File: src/hdl/hrd_pkg.sv
// Holiday rule resolver package: rule kind codes, calendar tables,
// constant-divisor helpers and the stage record type.
// No dependencies.
`timescale 1ns / 1ps
package hrd_pkg;

  localparam logic [2:0] FN_FIXED   = 3'd0;
  localparam logic [2:0] FN_EASTER  = 3'd1;
  localparam logic [2:0] FN_ADVENT  = 3'd2;
  localparam logic [2:0] FN_NTH     = 3'd3;
  localparam logic [2:0] FN_ONAFTER = 3'd4;

  localparam logic [3:0] MON_FEB = 4'd2;
  localparam logic [3:0] MON_DEC = 4'd12;

  function automatic logic [8:0] days_before(input logic [3:0] m);
    logic [8:0] r;
    unique case (m)
      4'd1:    r = 9'd0;
      4'd2:    r = 9'd31;
      4'd3:    r = 9'd59;
      4'd4:    r = 9'd90;
      4'd5:    r = 9'd120;
      4'd6:    r = 9'd151;
      4'd7:    r = 9'd181;
      4'd8:    r = 9'd212;
      4'd9:    r = 9'd243;
      4'd10:   r = 9'd273;
      4'd11:   r = 9'd304;
      4'd12:   r = 9'd334;
      default: r = 9'd0;
    endcase
    return r;
  endfunction

  function automatic logic [4:0] month_len(input logic [3:0] m, input logic leap);
    logic [4:0] r;
    unique case (m)
      4'd2:                      r = leap ? 5'd29 : 5'd28;
      4'd4, 4'd6, 4'd9, 4'd11:   r = 5'd30;
      default:                   r = 5'd31;
    endcase
    return r;
  endfunction

  function automatic logic [2:0] dow_tab(input logic [3:0] m);
    logic [2:0] r;
    unique case (m)
      4'd1:    r = 3'd0;
      4'd2:    r = 3'd3;
      4'd3:    r = 3'd2;
      4'd4:    r = 3'd5;
      4'd5:    r = 3'd0;
      4'd6:    r = 3'd3;
      4'd7:    r = 3'd5;
      4'd8:    r = 3'd1;
      4'd9:    r = 3'd4;
      4'd10:   r = 3'd6;
      4'd11:   r = 3'd2;
      4'd12:   r = 3'd4;
      default: r = 3'd0;
    endcase
    return r;
  endfunction

  // x mod 7 by reciprocal multiply, exact for x below 13000
  function automatic logic [2:0] mod7(input logic [12:0] x);
    logic [26:0] p;
    logic [12:0] r;
    p = 27'(x) * 27'(14'd9363);
    r = x - 13'({2'b0, p[26:16]} * 13'd7);
    return r[2:0];
  endfunction

  typedef struct packed {
    logic              ok;
    logic [2:0]        func;
    logic [2:0]        wk;
    logic [3:0]        mon;
    logic signed [7:0] dv;
    logic [4:0]        a;
    logic [5:0]        b;
    logic [3:0]        d;
    logic [1:0]        e;
    logic [4:0]        i;
    logic [1:0]        k;
    logic [1:0]        f;
    logic              leap;
    logic [2:0]        yc0;
    logic [2:0]        yc1;
  } year_info_t;

endpackage

File: src/hdl/hrd_year.sv
// Year decomposition stages: Easter terms, leap flag, weekday year codes.
// Depends on hrd_pkg.
`timescale 1ns / 1ps
module hrd_year import hrd_pkg::*; (
  input  logic              clk,
  input  logic              rst,
  input  logic              in_vld,
  input  logic [2:0]        func,
  input  logic [2:0]        weekday,
  input  logic [3:0]        month,
  input  logic signed [7:0] day_offset,
  input  logic [11:0]       rule_year,
  input  logic [11:0]       year,
  output logic              out_vld,
  output year_info_t        info
);

  logic        vld1;
  logic        ok1;
  logic [2:0]  func1, wk1;
  logic [3:0]  mon1;
  logic signed [7:0] dv1;
  logic [11:0] y1;
  logic [4:0]  a1;
  logic [5:0]  b1;
  logic [6:0]  c1;
  logic [6:0]  p01;

  logic        mok, ok_c;
  logic [23:0] q19p;
  logic [11:0] t19;
  logic [24:0] bp;
  logic [5:0]  b_c;
  logic [12:0] yy0_c;
  logic [25:0] p0p;

  always_comb begin
    mok = (month >= 4'd1) && (month <= 4'd12);
    unique case (func)
      FN_FIXED:   ok_c = mok && day_offset >= 8'sd1 && day_offset <= 8'sd31 &&
                         (rule_year == 12'd0 || rule_year == year);
      FN_EASTER,
      FN_ADVENT:  ok_c = (month == 4'd0);
      FN_NTH:     ok_c = mok && day_offset >= 8'sd1 && day_offset <= 8'sd5 &&
                         weekday <= 3'd6;
      FN_ONAFTER: ok_c = mok && day_offset >= 8'sd1 && day_offset <= 8'sd31 &&
                         weekday <= 3'd6;
      default:    ok_c = 1'b0;
    endcase
    q19p  = 24'(year) * 24'(12'd3450);
    t19   = 12'({4'b0, q19p[23:16]} * 12'd19);
    bp    = 25'(year) * 25'(13'd5243);
    b_c   = bp[24:19];
    yy0_c = 13'(year) + 13'd399;
    p0p   = 26'(yy0_c) * 26'(13'd5243);
  end

  always_ff @(posedge clk) begin
    if (rst) begin
      vld1 <= 1'b0;
    end else begin
      vld1 <= in_vld;
    end
  end

  always_ff @(posedge clk) begin
    ok1   <= ok_c;
    func1 <= func;
    wk1   <= weekday;
    mon1  <= month;
    dv1   <= day_offset;
    y1    <= year;
    a1    <= 5'(year - t19);
    b1    <= b_c;
    c1    <= 7'(year - 12'({6'b0, b_c} * 12'd100));
    p01   <= p0p[25:19];
  end

  logic [12:0] yy0, yy1;
  logic [13:0] sum0, sum1;
  logic [5:0]  bs;
  logic [11:0] fp;
  year_info_t  info_next;

  always_comb begin
    yy0  = 13'(y1) + 13'd399;
    yy1  = 13'(y1) + 13'd400;
    sum1 = 14'(yy1) + 14'(yy1[12:2]) - 14'(b1) - 14'd4 + 14'(b1[5:2]) + 14'd1;
    sum0 = 14'(yy0) + 14'(yy0[12:2]) - 14'(p01) + 14'(p01[6:2]);
    bs   = b1 + 6'd8;
    fp   = 12'(bs) * 12'd41;
    info_next.ok   = ok1;
    info_next.func = func1;
    info_next.wk   = wk1;
    info_next.mon  = mon1;
    info_next.dv   = dv1;
    info_next.a    = a1;
    info_next.b    = b1;
    info_next.d    = b1[5:2];
    info_next.e    = b1[1:0];
    info_next.i    = c1[6:2];
    info_next.k    = c1[1:0];
    info_next.f    = fp[11:10];
    info_next.leap = (y1[1:0] == 2'd0 && c1 != 7'd0) ||
                     (c1 == 7'd0 && b1[1:0] == 2'd0);
    info_next.yc0  = mod7(sum0[12:0]);
    info_next.yc1  = mod7(sum1[12:0]);
  end

  always_ff @(posedge clk) begin
    if (rst) begin
      out_vld <= 1'b0;
    end else begin
      out_vld <= vld1;
    end
  end

  always_ff @(posedge clk) begin
    info <= info_next;
  end

endmodule

File: src/hdl/hrd_resolve.sv
// Rule resolution stages: weekday, Easter tail, per-kind day of year.
// Depends on hrd_pkg.
`timescale 1ns / 1ps
module hrd_resolve import hrd_pkg::*; (
  input  logic              clk,
  input  logic              rst,
  input  logic              in_vld,
  input  year_info_t        info,
  output logic              done,
  output logic              valid_res,
  output logic signed [9:0] day_index
);

  logic [2:0] vld;

  // stage 3
  logic [5:0]  gx;
  logic [10:0] gp;
  logic [4:0]  ml_c, dd_c;
  logic        spill;
  logic [3:0]  dm;
  logic [2:0]  yc;
  logic [8:0]  ydb_c;

  year_info_t  x3;
  logic [3:0]  g3;
  logic [4:0]  ml3, dd3;
  logic [3:0]  dcode3;
  logic [8:0]  ydb3;

  always_comb begin
    gx    = info.b - {4'b0, info.f} + 6'd1;
    gp    = 11'(gx) * 11'd43;
    ml_c  = month_len(info.mon, info.leap);
    spill = (info.dv[4:0] > ml_c);
    unique case (info.func)
      FN_ADVENT: begin
        dm   = MON_DEC;
        dd_c = 5'd24;
      end
      FN_NTH: begin
        dm   = info.mon;
        dd_c = 5'd1;
      end
      default: begin
        dm   = spill ? 4'(info.mon + 4'd1) : info.mon;
        dd_c = spill ? 5'(info.dv[4:0] - ml_c) : info.dv[4:0];
      end
    endcase
    yc    = (dm < 4'd3) ? info.yc0 : info.yc1;
    ydb_c = days_before(info.mon) + 9'(info.dv[4:0]) - 9'd1 +
            9'((info.mon > MON_FEB) && info.leap);
  end

  always_ff @(posedge clk) begin
    x3     <= info;
    g3     <= gp[10:7];
    ml3    <= ml_c;
    dd3    <= dd_c;
    dcode3 <= 4'(yc) + 4'(dow_tab(dm));
    ydb3   <= ydb_c;
  end

  // stage 4
  logic [9:0]  hx;
  logic [19:0] hp;
  year_info_t  x4;
  logic [4:0]  h4, ml4, dd4;
  logic [2:0]  dow4;
  logic [8:0]  ydb4;

  always_comb begin
    hx = 10'(10'(x3.a) * 10'd19) + 10'(x3.b) + 10'd15 - 10'(x3.d) - 10'(g3);
    hp = 20'(hx) * 20'd547;
  end

  always_ff @(posedge clk) begin
    x4   <= x3;
    h4   <= 5'(hx - 10'({4'b0, hp[19:14]} * 10'd30));
    ml4  <= ml3;
    dd4  <= dd3;
    dow4 <= mod7(13'(dcode3) + 13'(dd3));
    ydb4 <= ydb3;
  end

  // stage 5
  logic [6:0]         lx;
  logic [2:0]         d3;
  logic [5:0]         md;
  logic signed [4:0]  d4;
  logic signed [10:0] r4, roth_c, ylen;
  logic signed [10:0] dvx;

  year_info_t         x5;
  logic [4:0]         h5;
  logic [2:0]         l5;
  logic signed [10:0] roth5;

  always_comb begin
    lx  = 7'd32 + {4'b0, x4.e, 1'b0} + {1'b0, x4.i, 1'b0} - 7'(h4) - 7'(x4.k);
    dvx = {{3{x4.dv[7]}}, x4.dv};
    d3  = (x4.wk >= dow4) ? 3'(x4.wk - dow4) : 3'(x4.wk + 3'd7 - dow4);
    md  = 6'd1 + 6'(d3) + 6'(6'(x4.dv[2:0] - 3'd1) * 6'd7);
    if (x4.dv[2:0] == 3'd5 && md > 6'(ml4)) begin
      md = md - 6'd7;
    end
    d4   = $signed({2'b0, x4.wk}) - $signed({2'b0, dow4});
    ylen = x4.leap ? 11'sd366 : 11'sd365;
    r4   = $signed({2'b0, ydb4});
    if (dow4 != x4.wk) begin
      if ($signed({3'b0, dd4}) + 8'(d4) < x4.dv) begin
        d4 = d4 + 5'sd7;
      end
      r4 = r4 + 11'(d4);
      if (r4 >= ylen) begin
        r4 = r4 - ylen;
      end
    end
    unique case (x4.func)
      FN_ADVENT: roth_c = 11'sd357 + $signed({10'b0, x4.leap}) -
                          $signed({8'b0, dow4}) + dvx;
      FN_NTH:    roth_c = $signed({2'b0, days_before(x4.mon)}) + $signed({5'b0, md}) -
                          11'sd1 + $signed({10'b0, (x4.mon > MON_FEB) && x4.leap});
      FN_ONAFTER: roth_c = r4;
      default:   roth_c = $signed({2'b0, ydb4});
    endcase
  end

  always_ff @(posedge clk) begin
    x5    <= x4;
    h5    <= h4;
    l5    <= mod7(13'(lx));
    roth5 <= roth_c;
  end

  // stage 6
  logic [8:0]         mx;
  logic [7:0]         s;
  logic signed [10:0] easter, res;

  always_comb begin
    mx = 9'(x5.a) + 9'(9'(h5) * 9'd11) + 9'(9'(l5) * 9'd22);
    s  = 8'(h5) + 8'(l5) + 8'd114 - ((mx >= 9'd451) ? 8'd7 : 8'd0);
    easter = $signed({3'b0, s}) - 11'sd34 + $signed({10'b0, x5.leap}) +
             $signed({{3{x5.dv[7]}}, x5.dv});
    res = (x5.func == FN_EASTER) ? easter : roth5;
    if (!x5.ok) begin
      res = 11'sd0;
    end
  end

  always_ff @(posedge clk) begin
    if (rst) begin
      vld  <= '0;
      done <= 1'b0;
    end else begin
      vld  <= {vld[1:0], in_vld};
      done <= vld[2];
    end
  end

  always_ff @(posedge clk) begin
    valid_res <= x5.ok;
    day_index <= res[9:0];
  end

endmodule

File: src/hdl/holiday_rule_day_of_year.sv
// Holiday rule resolver top level: day of year of one rule in a given year.
// One item accepted every cycle.
// busy is always low; the pipeline has no stall path.
// Synchronous reset clears the valid bits; no result is pending after reset.
// Depends on hrd_pkg, hrd_year, hrd_resolve.
`timescale 1ns / 1ps
module holiday_rule_day_of_year import hrd_pkg::*; (
  input  logic              clk,
  input  logic              rst,
  input  logic              start,
  output logic              busy,
  input  logic [2:0]        func,
  input  logic [2:0]        weekday,
  input  logic [3:0]        month,
  input  logic signed [7:0] day_offset,
  input  logic [11:0]       rule_year,
  input  logic [11:0]       year,
  output logic              done,
  output logic              valid_res,
  output logic signed [9:0] day_index
);

  logic       yr_vld;
  year_info_t yr_info;

  assign busy = 1'b0;

  hrd_year u_year (
    .clk        (clk),
    .rst        (rst),
    .in_vld     (start),
    .func       (func),
    .weekday    (weekday),
    .month      (month),
    .day_offset (day_offset),
    .rule_year  (rule_year),
    .year       (year),
    .out_vld    (yr_vld),
    .info       (yr_info)
  );

  hrd_resolve u_resolve (
    .clk       (clk),
    .rst       (rst),
    .in_vld    (yr_vld),
    .info      (yr_info),
    .done      (done),
    .valid_res (valid_res),
    .day_index (day_index)
  );

endmodule

File: config.mk
export PLATFORM = sky130hd
export DESIGN_NAME = holiday_rule_day_of_year
export DESIGN_NICKNAME = d
export VERILOG_FILES = /design/src/hdl/hrd_pkg.sv /design/src/hdl/hrd_year.sv /design/src/hdl/hrd_resolve.sv /design/src/hdl/holiday_rule_day_of_year.sv
export SDC_FILE = /design/constraint.sdc
export NUM_CORES = 1
export LEC_CHECK = 0
export BUFFER_PORTS_ARGS = -buffer_cell sky130_fd_sc_hd__buf_2
export CORE_UTILIZATION = 55
export CTS_CLUSTER_SIZE = 8
export DETAILED_ROUTE_END_ITERATION = 8
export GPL_TIMING_DRIVEN = 0
export PLACE_DENSITY = 0.83
export SYNTH_ARGS = -nofsm -noshare
export SYNTH_HDL_FRONTEND = slang
export SYNTH_SLANG_ARGS = --single-unit
File: constraint.sdc
create_clock -name clk -period 9 [get_ports clk]
set_clock_uncertainty 0.05 [all_clocks]
set_input_delay 1.35 -clock clk [delete_from_list [all_inputs] [get_ports clk]]
set_output_delay 1.35 -clock clk [all_outputs]
set_load 0.01 [all_outputs]
==> metrics.yaml <==
drt:
  drt_iter0_drc: 1007
  wl_per_cell_um: 16.3
  viasPerCell: 5.40
  routed_wl_um: 68400
  drc_errors: 0
  ant_nets: 0
  route.vias.total: 22700
  dr.pass1.iters: 5
setup_path:
  worst-r2r-cell-count: 34
  crit_path_start_kind: "flip-flop"
  cpMostUsedCell: "fa_1"
  critPathArrivalTime_ps: 9510
  critPathKind: "reg2reg"
  cp_slowest_stage_delay_ps: 540
  setup.worst_path.end_class: "flip-flop"
  worst-path-max-fanout: 6
  r2r_slack_ps: -80
  cp.required_ps: 9430
  reg2reg_to: "u_year.info[5]$_DFF_P_"
  crit_family: "adder cells"
  timing.rr.start: "u_year.y1[1]$_DFF_P_"
  critPathSlowestCell: "fa_1"
  crit_buf_inv: 4
clock_network:
  ctsLongestPathBuffers: 3
  clk_latency_ps: 560
  clk_pin_slew_worst_paths_ps: 50
  clkSinkCount: 291
  cts_buffers: 43
  cts_root_buffer: "clkbuf_16"
  cts_tree: "done"
  h-tree-depth: 2
global_routing:
  grt_overflow_total: 0
  grt_pass1_vias: 24200
  antenna_found_initial: 0
  grt_max_degree: 17
  grtUsageTotal: 0.230
  grt_pass1_wl_um: 113000
cells_and_area:
  nets: 4562
  n_antenna_cell: 0
  area_growth_pct: 9.09
  fillers: 4311
  drive_gt1_frac: 0.0687
sta:
  hold_viol_final: 0
  max_slew_margin: 0.279
  fin_crit_ps: 9080
  layout_setup_ws_ps: -83.9
  holdWs_ps: 267
  setup_viol: 1
  max_freq_mhz: 110
  worst_slew_pin_slew_ps: 1070
  fin_crit_sh: 1.01
  drv_slew: 0
  rsz0062_at_grt: "yes"
synth:
  synth_warnings: 0
  synth_ff_type: "dfxtp_1"
  synthDistinctLibCells: 84
  synth_edf_count: 0
  synth_cells: 3297
  ys_seq_area_frac: 0.181
  syn_area_per_cell_um2: 9.78
  synth_area_um2: 32200
  synth_seq_cells: 291
  synthArstFlopShare: 0
floorplanning:
  io-pin-count: 58
  fp-row-count: 88
  die_w_um: 244
  die_y_um: 244
  fp.dieArea_um2: 59600
  initial_core_util: 0.558
  coreArea_um2: 57800
hold_path:
  holdCritStartpoint: "u_year.info[29]$_DFF_P_"
  min_path_type: "reg2reg"
  min_path_cells: 0
  hold-path-endpoint: "u_resolve.x3[29]$_DFF_P_"
run_status:
  status: "finished with violations"
  failed_checks: "negative setup slack"
place:
  gp_congestion: 0.907
  port-buffer-count: 56
  hpwl_um: 53100
job:
  drv_cap: 0
[area by class of cell]
| class | count | area (um2) | share of cell area |
|---|---|---|---|
| Multi-Input combinational cell | 2211 | 23700 | 0.673 |
| Sequential cell | 291 | 5840 | 0.166 |
| Inverter | 779 | 2920 | 0.0831 |
| Clock buffer | 43 | 1080 | 0.0306 |
| Tap cell | 765 | 957 | 0.0272 |
| Timing Repair Buffer | 87 | 513 | 0.0146 |
| Clock inverter | 6 | 138 | 0.00391 |
| Buffer | 17 | 70.1 | 0.00199 |
[sequential cells by signal, summed over array words and instances, names as in the netlist, 9 cells and up, named ones only]
| name | cells |
|---|---|
| u_resolve.roth5 | 10 |
| u_resolve.ydb3 | 9 |
| u_resolve.x3 | 38 |
| u_resolve.day_index | 10 |
| u_resolve.x5 | 18 |
| u_resolve.ydb4 | 9 |
| u_year.info | 46 |
| u_year.y1 | 12 |
| u_resolve.x4 | 26 |
[per-stage QoR]
step	instances	utilization	setup TNS, ps	worst slack [ps]	instance area, um2
after global placement	4119	0.579	-1360	-772	33500
after CTS	4188	0.604	-16.3	-16.3	34900
after floorplan	3298	-	0	2.58	32300
after detailed placement	4119	0.579	-2210	-1000	33500
final	4199	0.608	-83.9	-83.9	35200
after global routing	4199	0.608	-482	-328	35200
[worst max path at each step]
stage / start / end / slack, ps / cells after the start
2_1_floorplan: u_year.y1[0]$_DFF_P_ / u_year.info[5]$_DFF_P_ / 3 / 34
3_3_place_gp: u_year.y1[0]$_DFF_P_ / u_year.info[5]$_DFF_P_ / -770 / 34
3_5_place_dp: u_year.y1[0]$_DFF_P_ / u_year.info[5]$_DFF_P_ / -1000 / 34
4_1_cts: u_year.y1[1]$_DFF_P_ / u_year.info[5]$_DFF_P_ / -20 / 34
5_1_grt: u_year.y1[1]$_DFF_P_ / u_year.info[5]$_DFF_P_ / -330 / 34
6_report: u_year.y1[1]$_DFF_P_ / u_year.info[5]$_DFF_P_ / -80 / 34
[kinds of logic after synthesis]
kind of cell,count (synthesis),share of synthesized area
compound gates,461,0.0956
other cells,1,0.000116
xor+xnor,256,0.0698
mux,33,0.0115
buf+inv,796,0.0928
flops,291,0.181
fa+ha+maj,1088,0.491
simple gates,371,0.0585
[cells in the mapped netlist (3+ instances only)]
master	number	area, um2
o2111ai_1	3	26.3
xor2_1	77	674
o221ai_1	3	26.3
or3_1	11	68.8
inv_1	779	2920
ha_1	792	9910
a211oi_1	16	120
o21ai_1	3	15.0
and3_1	13	81.3
fa_1	295	5910
o311ai_0	4	35.0
mux2i_1	18	180
clkbuf_1	13	48.8
o21ai_0	65	325
nand2_1	83	312
o31ai_1	4	30.0
nand3b_1	3	22.5
o21bai_1	29	218
nand4_1	17	106
a211o_1	4	35.0
o211a_1	4	40.0
a41o_1	5	50.1
nor3_1	23	115
o2111a_1	3	33.8
a21oi_1	132	661
nand2b_1	14	87.6
a31o_2	6	52.6
a21boi_0	9	67.6
nor3b_1	3	22.5
dfxtp_1	291	5830
o211ai_1	11	82.6
o21a_1	16	120
a21o_1	70	526
mux2_2	13	146
or2_2	11	68.8
a31oi_1	22	138
nor2b_1	35	219
a221oi_1	5	43.8
a311oi_1	5	43.8
xnor2_1	178	1560
nor2_1	89	334
nor4_1	11	68.8
o22ai_1	14	87.6
nand3_1	33	165
and2_1	9	56.3
[placed cells by master, fill, tap and decap left out, types with 11 or more instances in the layout]
master     netlist  final
nor2_1          89     87
clkbuf_1        13     12
nand4_1         17     17
buf_4            1     32
mux2_2          13     13
o21bai_1        29     28
buf_2            1     57
o211ai_1        11     11
nand2b_1        14     14
nor4_1          11     11
o21a_1          16     16
a31oi_1         22     22
nand2_1         83     83
and3_1          13     13
a21o_1          70     70
inv_1          779    776
mux2i_1         18     18
xor2_1          77     75
fa_1           295    288
clkbuf_16        0     43
or3_1           11     11
o22ai_1         14     14
nand3_1         33     33
o21ai_0         65     62
nor2b_1         35     35
or2_2           11     11
ha_1           792    789
a211oi_1        16     14
xnor2_1        178    175
a21oi_1        132    124
dfxtp_1        291    286
nor3_1          23     21
[layer usage]
| layer | wire length, um | up-vias | GRT usage |
|---|---|---|---|
| met5 | 0 | - | 0 |
| met4 | 2320 | 0 | 0.0807 |
| met3 | 2710 | 183 | 0.0282 |
| met2 | 35500 | 538 | 0.432 |
| met1 | 27800 | 10900 | 0.267 |
| li1 | - | 11000 | - |
[what timing repair did]
| action | CTS | global route |
|---|---|---|
| hold buffers | 0 | 0 |
| pin swaps | 12 | 30 |
| setup buffers | 20 | 11 |
| setup endpoints to repair | 4 | 5 |
| resized for setup | 19 | 42 |
Power is left out: the tool's default activity adds up to more than one toggle a clock period on the data nets, which glitch-free logic cannot reach.
